===== src/design/letf_pkg.sv =====
// Shared types and constants for the local extremum toggle filter.
// No dependencies; imported by every module of the block.
package letf_pkg;

    // configuration port
    localparam int CFG_IDX_W  = 2;
    localparam int CFG_DATA_W = 12;
    localparam int WS_W       = 4;
    localparam int DIM_W      = 12;

    localparam logic [CFG_IDX_W-1:0] CFG_WINDOW_SIZE  = 2'd0;
    localparam logic [CFG_IDX_W-1:0] CFG_IMAGE_WIDTH  = 2'd1;
    localparam logic [CFG_IDX_W-1:0] CFG_IMAGE_HEIGHT = 2'd2;

    localparam logic [WS_W-1:0]  WS_RESET     = 4'd3;
    localparam logic [DIM_W-1:0] WIDTH_RESET  = 12'd640;
    localparam logic [DIM_W-1:0] HEIGHT_RESET = 12'd480;

    // sequencer states
    typedef enum logic [2:0] {
        S_IDLE,
        S_COL,
        S_ROT,
        S_DIV,
        S_FIN
    } t_state;

    // chain control: shift in a new column, or rotate the active cells
    typedef struct packed {
        logic shift;
        logic rot;
    } t_cell_ctl;

endpackage


===== src/design/letf_cell.sv =====
// One cell of the column chain: holds min, max, sum and center pixel
// of one window column. Depends on letf_pkg.
module letf_cell #(
    parameter int PIXEL_BITS = 8,
    parameter int CSUM_W     = 12
) (
    input  logic                  i_clk,
    input  letf_pkg::t_cell_ctl   i_ctl,
    input  logic                  i_tail,
    input  logic [PIXEL_BITS-1:0] i_left_min,
    input  logic [PIXEL_BITS-1:0] i_left_max,
    input  logic [CSUM_W-1:0]     i_left_sum,
    input  logic [PIXEL_BITS-1:0] i_left_ctr,
    input  logic [PIXEL_BITS-1:0] i_right_min,
    input  logic [PIXEL_BITS-1:0] i_right_max,
    input  logic [CSUM_W-1:0]     i_right_sum,
    input  logic [PIXEL_BITS-1:0] i_right_ctr,
    input  logic [PIXEL_BITS-1:0] i_head_min,
    input  logic [PIXEL_BITS-1:0] i_head_max,
    input  logic [CSUM_W-1:0]     i_head_sum,
    input  logic [PIXEL_BITS-1:0] i_head_ctr,
    output logic [PIXEL_BITS-1:0] o_min,
    output logic [PIXEL_BITS-1:0] o_max,
    output logic [CSUM_W-1:0]     o_sum,
    output logic [PIXEL_BITS-1:0] o_ctr
);
    import letf_pkg::*;

    logic [PIXEL_BITS-1:0] r_min, r_max, r_ctr;
    logic [CSUM_W-1:0]     r_sum;

    // shift from the newer neighbor side, or rotate toward the head;
    // the last active cell wraps around to take the head's column
    always_ff @(posedge i_clk) begin
        if (i_ctl.shift) begin
            r_min <= i_left_min;
            r_max <= i_left_max;
            r_sum <= i_left_sum;
            r_ctr <= i_left_ctr;
        end else if (i_ctl.rot) begin
            if (i_tail) begin
                r_min <= i_head_min;
                r_max <= i_head_max;
                r_sum <= i_head_sum;
                r_ctr <= i_head_ctr;
            end else begin
                r_min <= i_right_min;
                r_max <= i_right_max;
                r_sum <= i_right_sum;
                r_ctr <= i_right_ctr;
            end
        end
    end

    assign o_min = r_min;
    assign o_max = r_max;
    assign o_sum = r_sum;
    assign o_ctr = r_ctr;

endmodule


===== config.mk =====
export PLATFORM = sky130hd
export DESIGN_NAME = letf_cell
export DESIGN_NICKNAME = d
export VERILOG_FILES = /design/src/design/letf_pkg.sv /design/src/design/letf_cell.sv
export SDC_FILE = /design/constraint.sdc
export NUM_CORES = 1
export LEC_CHECK = 0
export BUFFER_PORTS_ARGS = -buffer_cell sky130_fd_sc_hd__buf_4
export CELL_PAD_IN_SITES_DETAIL_PLACEMENT = 1
export CELL_PAD_IN_SITES_GLOBAL_PLACEMENT = 1
export CORE_MARGIN = 2
export CORE_UTILIZATION = 28
export DETAILED_ROUTE_END_ITERATION = 10
export GPL_TIMING_DRIVEN = 0
export PLACE_DENSITY_LB_ADDON = 0.1
export REMOVE_ABC_BUFFERS = 1
export SYNTH_ARGS = -nofsm -noshare
export SYNTH_HDL_FRONTEND = slang
export SYNTH_SLANG_ARGS = --single-unit

===== constraint.sdc =====
create_clock -name i_clk -period 1.7 [get_ports i_clk]
set_clock_uncertainty 0.15 [all_clocks]
set_input_delay 0.17 -clock i_clk [delete_from_list [all_inputs] [get_ports i_clk]]
set_output_delay 0.17 -clock i_clk [all_outputs]
set_load 0.01 [all_outputs]

==> reports/metrics.cfg <==
[run_status]
outcome = complete, but fails checks
failed_checks = DRC

[sta]
min_period_ps = 1558
setup_viol = 0
finalHoldViolCount = 0
post-route-period-util_pct = 91.65
rsz0062_at_grt = no
final.setup.tns_ps = 0
relSlewSlack_pct = 55.22
tightest_slew_ps = 671.7
hold-worst-slack_ps = 10.99
fmax_mhz = 641.8
fin_ws_ps = 142.0
final_max_slew_viol_count = 0

[logic_synthesis]
synthTopCellsByArea = edfxtp_1, mux2i_1, o21ai_1
yosysWarnings = 0
ys_ff_latch = 36
syn-instance-count = 157
yosysTopAreaCellShare_pct = 57.68
synth_area_um2 = 1874
synth_area_leader_cell = edfxtp_1
synth_cell_types = 12
postSynthAreaPerCell_um2 = 11.94
seq_area_frac_synth_pct = 57.68

[pwr]
fin_total_pwr_w = 0.002472
leakagePower_nw = 1.482
vdd_drop_max_uv = 318.9
power_density_nw_per_um2 = 799.8

[min_path]
hp-start = i_left_min[7]
min_path_type = input pin to register
hold_depth = 3
hold_path_end = o_min[7]$_DFFE_PP_

[clock_network]
numCtsBuffers = 5
cts_tree = done
htreeDepth = 2
cts_buffer_depth = 2
cts.sinks = 36
cts-root-buf = clkbuf_8
postCtsSetupBuffers = 0
clk_pin_slew_ps = 80

[die]
ios = 148
die_y_um = 85.82
fp-row-count = 29
dieArea_um2 = 7364
core_area_um2 = 6422
initial_core_util_pct = 29.18
die_w_um = 85.82

[route]
avgViaCountPerCell = 4.646
drt_pre_antenna_iters = 7
drc = 11
drtAntennaViolNets = 0
drt_wl_total_um = 5612
drt-initial-drc-count = 91
vias = 1756
routedWlPerCell_um = 14.85

[place]
place_ws_ps = -433.7
place.detailed.hpwl_um = 4214
gp_congestion = 0.7089
io_buffers = 147

[worst_setup_path]
crit_fanout = 73
worstSetupPathType = input pin to register
crit_family = simple AND/OR/NAND/NOR gates
end_kind = register
path_depth = 2
arrival_ps = 1330
crit_buf_inv = 1
crit_chain = buf_4, or2_4
cp_slowest_cell = or2_4
cp_slowest_stage_delay_ps = 570
start_kind = input pin
critPathRequiredTime_ps = 1470

[run]
maxCapViolCount = 0

[grt]
antenna_found_initial = 0
grt_pass1_wl_um = 8907
grt_pass1_vias = 1865
grtUsageTotal_pct = 15.54
gr-total-overflow = 0
grt_max_degree = 74

[cells_and_area]
nets = 412
fill_cells = 737
utilization_pct = 48.12
final_layout_size_suffix_gt1_share_pct = 52.16
syn_to_final_growth_pct = 64.89
antenna_cells = 0

placed cells by master, fill, tap and decap left out:
cell	instances
buf_4	147
bufinv_16	1
clkbuf_8	5
clkinv_2	1
clkinvlp_4	1
dlygate4sd3_1	1
edfxtp_1	36
mux2i_1	36
nand2_1	36
o21ai_0	6
o21ai_1	29
o21ai_2	1
or2_4	1
cell families after synthesis:
logic type | Yosys count | share of synthesized area, %
compound gates | 36 | 9.813
flops | 36 | 57.68
buf+inv | 12 | 5.741
mux | 36 | 19.23
simple gates | 37 | 7.544
cell usage after synthesis:
cell type	n
edfxtp_1	36
mux2i_1	36
nand2_1	36
o21ai_1	29
o21ai_0	6
clkbuf_1	5
buf_12	3
buf_2	2
buf_4	1
buf_6	1
o21ai_2	1
or2_2	1
timing repair:
item / CTS / global route
hold buffers: 1 / 0
endpoints found under the hold margin: 1 / 0
setup endpoints to repair: 36 / 0
gates resized for setup: 1 / 0
registers in the layout (all words and copies together) (netlist names):
register,count
o_ctr,8
o_sum,12
o_min,8
o_max,8
final cells by class:
class / count / area, um2 / area share, %
timing repair buffer: 148 / 1114 / 36.03
clock buffer: 5 / 68.82 / 2.227
clock inverter: 3 / 42.54 / 1.377
multi-input combinational: 109 / 688.2 / 22.27
tap: 77 / 96.34 / 3.117
sequential: 36 / 1081 / 34.98
where the power goes:
part	switching [W]	total [W]	internal (W)	leakage [nW]
logic	0.000243	0.000592	0.000348	1.06
registers	0.0000275	0.00113	0.00110	0.371
clock network	0.000320	0.000754	0.000434	0.0541
per-layer routing:
layer	wire length, um	GRT usage, %	vias to the layer above
met5	0	0	-
met4	62	3.608	0
met3	661	6.064	6
met2	2869	28.27	86
met1	2018	17.02	809
li1	-	-	855
worst max-delay path by stage:
stage | slack [ps] | from | end
after floorplan | 510 | i_ctl[0] | o_ctr[0]$_DFFE_PP_
after global placement | -440 | i_ctl[1] | o_ctr[4]$_DFFE_PP_
after detailed placement | -430 | i_ctl[1] | o_sum[5]$_DFFE_PP_
after CTS | 130 | i_ctl[1] | o_max[0]$_DFFE_PP_
after global routing | 30 | i_ctl[1] | o_min[1]$_DFFE_PP_
final | 140 | i_ctl[1] | o_max[0]$_DFFE_PP_
through the flow:
| stage | cells | cell area [um2] |
|---|---|---|
| 2_1_floorplan | 145 | 1767 |
| 3_3_place_gp | 369 | 2967 |
| 3_5_place_dp | 369 | 2967 |
| 4_1_cts | 378 | 3090 |
| 5_1_grt | 378 | 3090 |
| 6_report | 378 | 3090 |
Power figures use the tool's default switching activity.
