--- src/design/letf_pkg.sv ---
// Shared types and constants for the local extremum toggle filter.
// No dependencies; imported by every module of the block.
package letf_pkg;

    // configuration port
    localparam int CFG_IDX_W  = 2;
    localparam int CFG_DATA_W = 12;
    localparam int WS_W       = 4;
    localparam int DIM_W      = 12;

    localparam logic [CFG_IDX_W-1:0] CFG_WINDOW_SIZE  = 2'd0;
    localparam logic [CFG_IDX_W-1:0] CFG_IMAGE_WIDTH  = 2'd1;
    localparam logic [CFG_IDX_W-1:0] CFG_IMAGE_HEIGHT = 2'd2;

    localparam logic [WS_W-1:0]  WS_RESET     = 4'd3;
    localparam logic [DIM_W-1:0] WIDTH_RESET  = 12'd640;
    localparam logic [DIM_W-1:0] HEIGHT_RESET = 12'd480;

    // sequencer states
    typedef enum logic [2:0] {
        S_IDLE,
        S_COL,
        S_ROT,
        S_DIV,
        S_FIN
    } t_state;

    // chain control: shift in a new column, or rotate the active cells
    typedef struct packed {
        logic shift;
        logic rot;
    } t_cell_ctl;

endpackage

--- src/design/letf_div.sv ---
// Restoring divider, one quotient bit per cycle, for the window mean.
// Depends on letf_pkg.
module letf_div #(
    parameter int DVD_W = 18,
    parameter int DVS_W = 8
) (
    input  logic             i_clk,
    input  logic             i_rst_n,
    input  logic             i_start,
    input  logic [DVD_W-1:0] i_dividend,
    input  logic [DVS_W-1:0] i_divisor,
    output logic             o_done,
    output logic [DVD_W-1:0] o_quotient
);
    import letf_pkg::*;

    localparam int CNT_W = $clog2(DVD_W + 1);

    logic [DVD_W-1:0] r_q;
    logic [DVS_W-1:0] r_rem, r_d;
    logic [CNT_W-1:0] r_cnt;
    logic             r_busy, r_done;
    logic [DVS_W:0]   rem_sh, rem_nx;
    logic             ge;

    // one restoring step
    always_comb begin
        rem_sh = {r_rem, r_q[DVD_W-1]};
        ge     = rem_sh >= {1'b0, r_d};
        rem_nx = ge ? (rem_sh - {1'b0, r_d}) : rem_sh;
    end

    // control
    always_ff @(posedge i_clk) begin
        if (!i_rst_n) begin
            r_busy <= 1'b0;
            r_done <= 1'b0;
            r_cnt  <= '0;
        end else begin
            r_done <= 1'b0;
            if (i_start) begin
                r_busy <= 1'b1;
                r_cnt  <= CNT_W'(DVD_W);
            end else if (r_busy) begin
                r_cnt <= r_cnt - 1'b1;
                if (r_cnt == CNT_W'(1)) begin
                    r_busy <= 1'b0;
                    r_done <= 1'b1;
                end
            end
        end
    end

    // datapath
    always_ff @(posedge i_clk) begin
        if (i_start) begin
            r_q   <= i_dividend;
            r_rem <= '0;
            r_d   <= i_divisor;
        end else if (r_busy) begin
            r_q   <= {r_q[DVD_W-2:0], ge};
            r_rem <= rem_nx[DVS_W-1:0];
        end
    end

    assign o_done     = r_done;
    assign o_quotient = r_q;

endmodule

--- config.mk ---
export PLATFORM = sky130hd
export DESIGN_NAME = letf_div
export DESIGN_NICKNAME = d
export VERILOG_FILES = /design/src/design/letf_pkg.sv /design/src/design/letf_div.sv
export SDC_FILE = /design/constraint.sdc
export NUM_CORES = 1
export LEC_CHECK = 0
export BUFFER_PORTS_ARGS = -buffer_cell sky130_fd_sc_hd__buf_2
export CAP_MARGIN = 10
export CELL_PAD_IN_SITES_DETAIL_PLACEMENT = 0
export CELL_PAD_IN_SITES_GLOBAL_PLACEMENT = 1
export CORE_MARGIN = 2
export CORE_UTILIZATION = 25
export DETAILED_ROUTE_END_ITERATION = 8
export MAX_ROUTING_LAYER = met4
export PLACE_DENSITY_LB_ADDON = 0.1
export SLEW_MARGIN = 15
export SYNTH_ARGS = -nofsm -noshare
export SYNTH_HDL_FRONTEND = slang
export SYNTH_SLANG_ARGS = --single-unit
export TNS_END_PERCENT = 30
--- constraint.sdc ---
create_clock -name i_clk -period 4.2 [get_ports i_clk]
set_input_delay 0.63 -clock i_clk [delete_from_list [all_inputs] [get_ports i_clk]]
set_output_delay 0.63 -clock i_clk [all_outputs]
set_load 0.1 [all_outputs]
==> results of run 1 <==
==> layout make-up <==
type / count / area share (%)
Sequential cell: 41 / 43.1
Inverter: 15 / 2.24
Clock buffer: 6 / 2.89
Multi-Input combinational cell: 111 / 35.5
Timing Repair Buffer: 48 / 9.67
Tap cell: 105 / 5.23
Clock inverter: 2 / 1.40
==> registers in the layout, summed over array words and instances (netlist names) <==
signal,flops
r_cnt,5
o_done,1
o_quotient,18
r_rem,8
r_busy,1
r_d,8
==> synth_stat cells (5+ instances only) <==
| cell | count | share of area [%] |
|---|---|---|
| dfxtp_1 | 15 | 15 |
| edfxtp_1 | 26 | 38 |
| ha_1 | 10 | 6.1 |
| inv_1 | 15 | 2.7 |
| mux2_2 | 18 | 9.9 |
| mux2i_1 | 5 | 2.4 |
| nand2_1 | 9 | 1.6 |
| nor2_1 | 13 | 2.4 |
| xor2_1 | 5 | 2.1 |
==> worst max-delay path by stage <==
stage	endpoint	cells after the start
2_1_floorplan	r_rem[6]	8
3_3_place_gp	o_quotient[4]	4
3_5_place_dp	o_quotient[3]	4
4_1_cts	r_rem[1]	6
5_1_grt	r_rem[1]	6
6_report	r_rem[6]	6
==> cells by family (layout without fill, tap and decap cells) <==
kind of cell / count (synthesis) / in the layout
xor+xnor: 9 / 9
compound gates: 27 / 27
mux: 23 / 23
flops: 41 / 41
fa+ha+maj: 11 / 11
buf+inv: 20 / 71
simple gates: 41 / 41
==> layer usage <==
layer | vias to the layer above | global-route usage (%) | wire (um)
li1 | 717 | - | -
met1 | 600 | 15.0 | 2220
met2 | 38 | 15.0 | 1790
met3 | 4 | 3.11 | 259
met4 | 0 | 4.35 | 47
met5 | - | - | 0
==> metrics by stage <==
step | utilization (%) | hold slack, ns | cells | area, um2
final | 31.0 | 0.503 | 328 | 2510
after global routing | 31.0 | 0.494 | 328 | 2510
after CTS | 31.0 | 0.503 | 328 | 2510
after detailed placement | 29.7 | 0.497 | 320 | 2400
after global placement | 29.7 | 0.508 | 320 | 2400
after floorplan | - | 0.453 | 172 | 2050
==> where the power goes <==
group          switching (W)  total, W  leakage, nW  internal, W
registers          0.0000197  0.000486        0.383     0.000466
clock network       0.000141  0.000317       0.0552     0.000177
logic               0.000206  0.000281        0.615    0.0000752
total               0.000366   0.00108         1.05     0.000718
==> worst max-delay path, delay by kind of cell (launching register included) <==
kind | cells | cell delay [ns]
compound gates | 3 | 0.91
simple gates | 2 | 0.32
flops | 1 | 0.35
fa+ha+maj | 1 | 0.40
==> results_dict.tcl, run 1 <==
set metrics [dict create \
    status "complete, no violations" \
    synth-adder-area-share_pct 7.06 \
    initial_core_util_pct 25.4 \
    cp_slowest_cell "o21ai_2" \
    yosys_register_bits 41 \
    crit_chain "ha_1, and3_1, nand3_1, o21ai_2, o2111a_1, o31ai_2" \
    grt.overflow.total 0 \
    vias_per_cell 4.14 \
    antenna_found_initial 0 \
    grt_start_max_net_pins 36 \
    slowest_delay_ns 0.52 \
    cts_setup_buffers 0 \
    cts-root-buf "clkbuf_8" \
    cp_data_arrival_time_ns 2.26 \
    synth-compound-area-share_pct 10.5 \
    reg2reg_from "r_rem[4]" \
    ir_drop_mv 0.191 \
    crit_fanout 12 \
    p_per_area_nw_per_um2 432 \
    fill_cells 859 \
    clockBufferDepth 2 \
    crit_required_ns 4.39 \
    crit_start "r_rem[4]" \
    io_pins 48 \
    grt_pass1_wl_mm 7.18 \
    cts_sinks 41 \
    startpoint_type "register" \
    post-dp-hpwl_mm 3.14 \
    diodes 0 \
    holdPathStages 2 \
    setup_viol 0 \
    p_leak_nw 1.05 \
    cts.clk_slew.worst_paths_ns 0.09 \
    timing.final.crit_share_pct 49.4 \
    final_layout_size_suffix_gt1_share_pct 36.3 \
    yosysUniqueCellTypes 38 \
    dieHeight_um 94.7 \
    multi_input_area_um2 891 \
    maxSlewViolCount 0 \
    die_x_um 94.7 \
    syn-num-nets 212 \
    final_cell_mix "buf_2, edfxtp_1, mux2_2" \
    hold_class "reg -> reg" \
    synth_seq_area_share_pct 52.6 \
    route.antenna.remaining_nets 0 \
    p_total_w 0.00108 \
    ctsHoldBuffers 0 \
    reg2reg_slack_ns 2.13 \
    rr_worst_depth 6 \
    grt_pass1_vias 1397 \
    synth_top_family_by_area "multiplexers" \
    synth-simple-area-share_pct 9.62 \
    syn_area_um2 2050 \
    num_vias 1359 \
    dp_slack_ns 1.86 \
    fin_nets 262 \
    tightest_slew_ns 0.716 \
    synth_top_flop_cell "edfxtp_1" \
    slew_headroom_pct 52.2 \
    numCtsBuffers 5 \
    port_buffers 47 \
    dieArea_um2 8960 \
    min_from "r_rem[3]" \
    area_delta_synth_final_pct 22.2 \
    reg2reg_to "r_rem[6]" \
    cts_tree "yes" \
    timing.final.crit_period_ns 2.07 \
    finClkSkew_ns 0.0131 \
    ys_warn_count 0 \
    setup_slack_ns 2.13 \
    grt_use_total_pct 10.9 \
    synth-async-reset-ratio_pct 0 \
    synthMuxAreaShare_pct 12.3 \
    synth_xor_area_share_pct 3.84 \
    hold_viol 0 \
    avgSynthCellArea_um2 11.9 \
    drc 0 \
    syn-instance-count 172 \
    finalWirelength_mm 4.32 \
    seqCellArea_um2 1080 \
    end_kind "register" \
    drt_pass1_iterations 3 \
    insertion_delay_ns 0.30 \
    rows 33 \
    first_iter_violations 50 \
    hold_path_end "r_rem[3]" \
    tns_ns 0 \
    rsz0062_at_grt "false" \
    final_common_cell "buf_2" \
    place.gp.congestion 0.733 \
    core_um2 8090 \
    fmax_ghz 0.482 \
    synth-edff-count 26 \
    crit_type "reg -> reg" \
    cts-htree-levels 2 \
    cap_violations 0 \
    post_cts_resized 0 \
    wire_per_inst_um 13.2 \
]
Note: power is estimated with default switching activity, not from simulation.
==> inputs of run 2 (changes only) <==
==> constraint.sdc (replaced) <==
create_clock -name i_clk -period 1.9 [get_ports i_clk]
set_input_delay 0.285 -clock i_clk [delete_from_list [all_inputs] [get_ports i_clk]]
set_output_delay 0.285 -clock i_clk [all_outputs]
set_load 0.1 [all_outputs]
==> run 2 against run 1 <==
  * Die area unchanged
  * Count of clock-buffer cells in the layout down 1
  * Non-clock buffer count up 24
  * Clock skew down 0.0074 ns
  * Combinational power rose to 2.5 times the previous value
  * Final area up 11%
  * Final cell count up 7.6%
  * Setup slack worse by 2.1 ns
  * Total power up 130%
  * Critical endpoint is now o_quotient[0]
==> results_dict.tcl, run 2 (synthesis results as in run 1) <==
set metrics [dict create \
    place_inst 341 \
    setup_viol 0 \
    startpoint_type "register" \
    fmax_ghz 0.528 \
    multi_input_area_um2 988 \
    vias_per_cell 4.25 \
    crit_required_ns 1.95 \
    crit_fanout 6 \
    port_buffers 47 \
    ir_drop_mv 0.418 \
    final_cell_mix "buf_2, edfxtp_1, buf_4" \
    cap_violations 0 \
    route.antenna.remaining_nets 0 \
    core_um2 8090 \
    post-dp-hpwl_mm 3.39 \
    setup_slack_ns 0.00512 \
    p_int_w 0.00164 \
    rsz0062_at_grt "true" \
    seq_power_share_pct 42.8 \
    power_frac_comb_pct 28.7 \
    area_delta_synth_final_pct 35.8 \
    numCtsBuffers 5 \
    hold_class "in -> reg" \
    grt.overflow.total 0 \
    insertion_delay_ns 0.29 \
    io_pins 48 \
    p_clk_share_pct 28.5 \
    rows 33 \
    tightest_slew_ns 0.496 \
    fin_nets 287 \
    seqCellArea_um2 1080 \
    cts.clk_slew.worst_paths_ns 0.09 \
    timing.final.crit_share_pct 99.7 \
    dp_slack_ns -0.143 \
    p_leak_nw 1.18 \
    p_total_w 0.00250 \
    initial_core_util_pct 25.4 \
    finClkSkew_ns 0.00571 \
    diodes 0 \
    cts_tree "yes" \
    post-route-util_pct 34.5 \
    maxSlewViolCount 0 \
    drc 0 \
    hold_viol 0 \
    status "complete, no violations" \
    timing.final.crit_period_ns 1.89 \
    ctsHoldBuffers 0 \
    die_x_um 94.7 \
    final_layout_size_suffix_gt1_share_pct 46.8 \
    clockBufferDepth 2 \
    cts-root-buf "clkbuf_8" \
    largest_reg_flops 18 \
    num_vias 1499 \
    p_per_area_nw_per_um2 896 \
    drt_pass1_iterations 5 \
    wire_per_inst_um 13.2 \
    grt_start_max_net_pins 19 \
    p_sw_w 0.000859 \
    grt_pass1_vias 1521 \
    fill_cells 854 \
    cts_sinks 41 \
    grt_pass1_wl_mm 7.53 \
    final_common_cell "buf_2" \
    place.gp.congestion 0.778 \
    crit_type "reg -> reg" \
    first_iter_violations 58 \
    grt_use_total_pct 11.4 \
    cp_data_arrival_time_ns 1.95 \
    end_kind "register" \
    fin_cells 353 \
    cts-htree-levels 2 \
    finalWirelength_mm 4.66 \
    dieHeight_um 94.7 \
    dieArea_um2 8960 \
    switching_share_pct 34.4 \
    slew_headroom_pct 67.2 \
    antenna_found_initial 0 \
]
-- run 2: cell count changes in the layout (fill, tap and decap cells not counted), moves of 2 or more --
cell	change
inv_1	-2
ha_4	+2
inv_2	+2
o21ai_4	+2
ha_1	-2
buf_4	+24
-- run 2: path summary, 6_finish.rpt --
| check | end | cells past startpoint | slack, ns | start |
|---|---|---|---|---|
| min | r_d[5] | 1 | 0.16 | i_divisor[5] |
| min reg2reg | r_rem[2] | 2 | 0.52 | r_rem[2] |
| max | o_quotient[0] | 6 | 0.005 | r_d[6] |
| max reg2reg | o_quotient[0] | 6 | 0.005 | r_d[6] |
-- run 2: layout make-up --
type                            instances  share of cell area, %
Timing Repair Buffer                   72                   15.2
Multi-Input combinational cell        112                   35.4
Sequential cell                        41                   38.7
Clock buffer                            5                   2.47
Inverter                               15                   2.02
Tap cell                              105                   4.71
Clock inverter                          3                   1.48
-- run 2: per-layer routing --
layer	GRT usage, %	part of all wire, %	vias to the layer above	routed length [um]
met5	-	0	-	0
met4	3.62	1.1	0	51
met3	2.63	3.9	4	180
met2	17.4	47	28	2180
met1	15.0	48	698	2250
li1	-	-	769	-
-- run 2: metrics by stage --
step | TNS, ns | instance area [um2] | hold slack, ns
floorplan | -2.68 | 2070 | 0.384
global placement | -0.486 | 2570 | 0.463
detailed placement | -0.825 | 2570 | 0.464
CTS | -0.0398 | 2720 | 0.144
global route | -0.162 | 2790 | 0.143
finish | 0 | 2790 | 0.162
-- run 2: critical path, cell delays in order, from the launching register on --
cell,delay (ns)
edfxtp_1,0.38
inv_2,0.08
ha_4,0.20
a21o_1,0.21
a221oi_4,0.34
o21ai_4,0.16
mux2_2,0.28
-- run 2: timing repair --
item / 4_1_cts / 5_1_grt
cloned: 1 / 0
endpoints found under the setup margin: 9 / 9
pin swaps: 1 / 4
resized for setup: 3 / 10
setup buffers: 0 / 3
-- run 2: power by group through the flow --
stage                     sequential [W]  combinational [W]  clock [W]
after CTS                        0.00107           0.000699   0.000745
after floorplan                  0.00138           0.000225          0
after detailed placement         0.00109           0.000683          0
after global routing             0.00108           0.000762   0.000777
final                            0.00107           0.000716   0.000713
after global placement           0.00109           0.000693          0
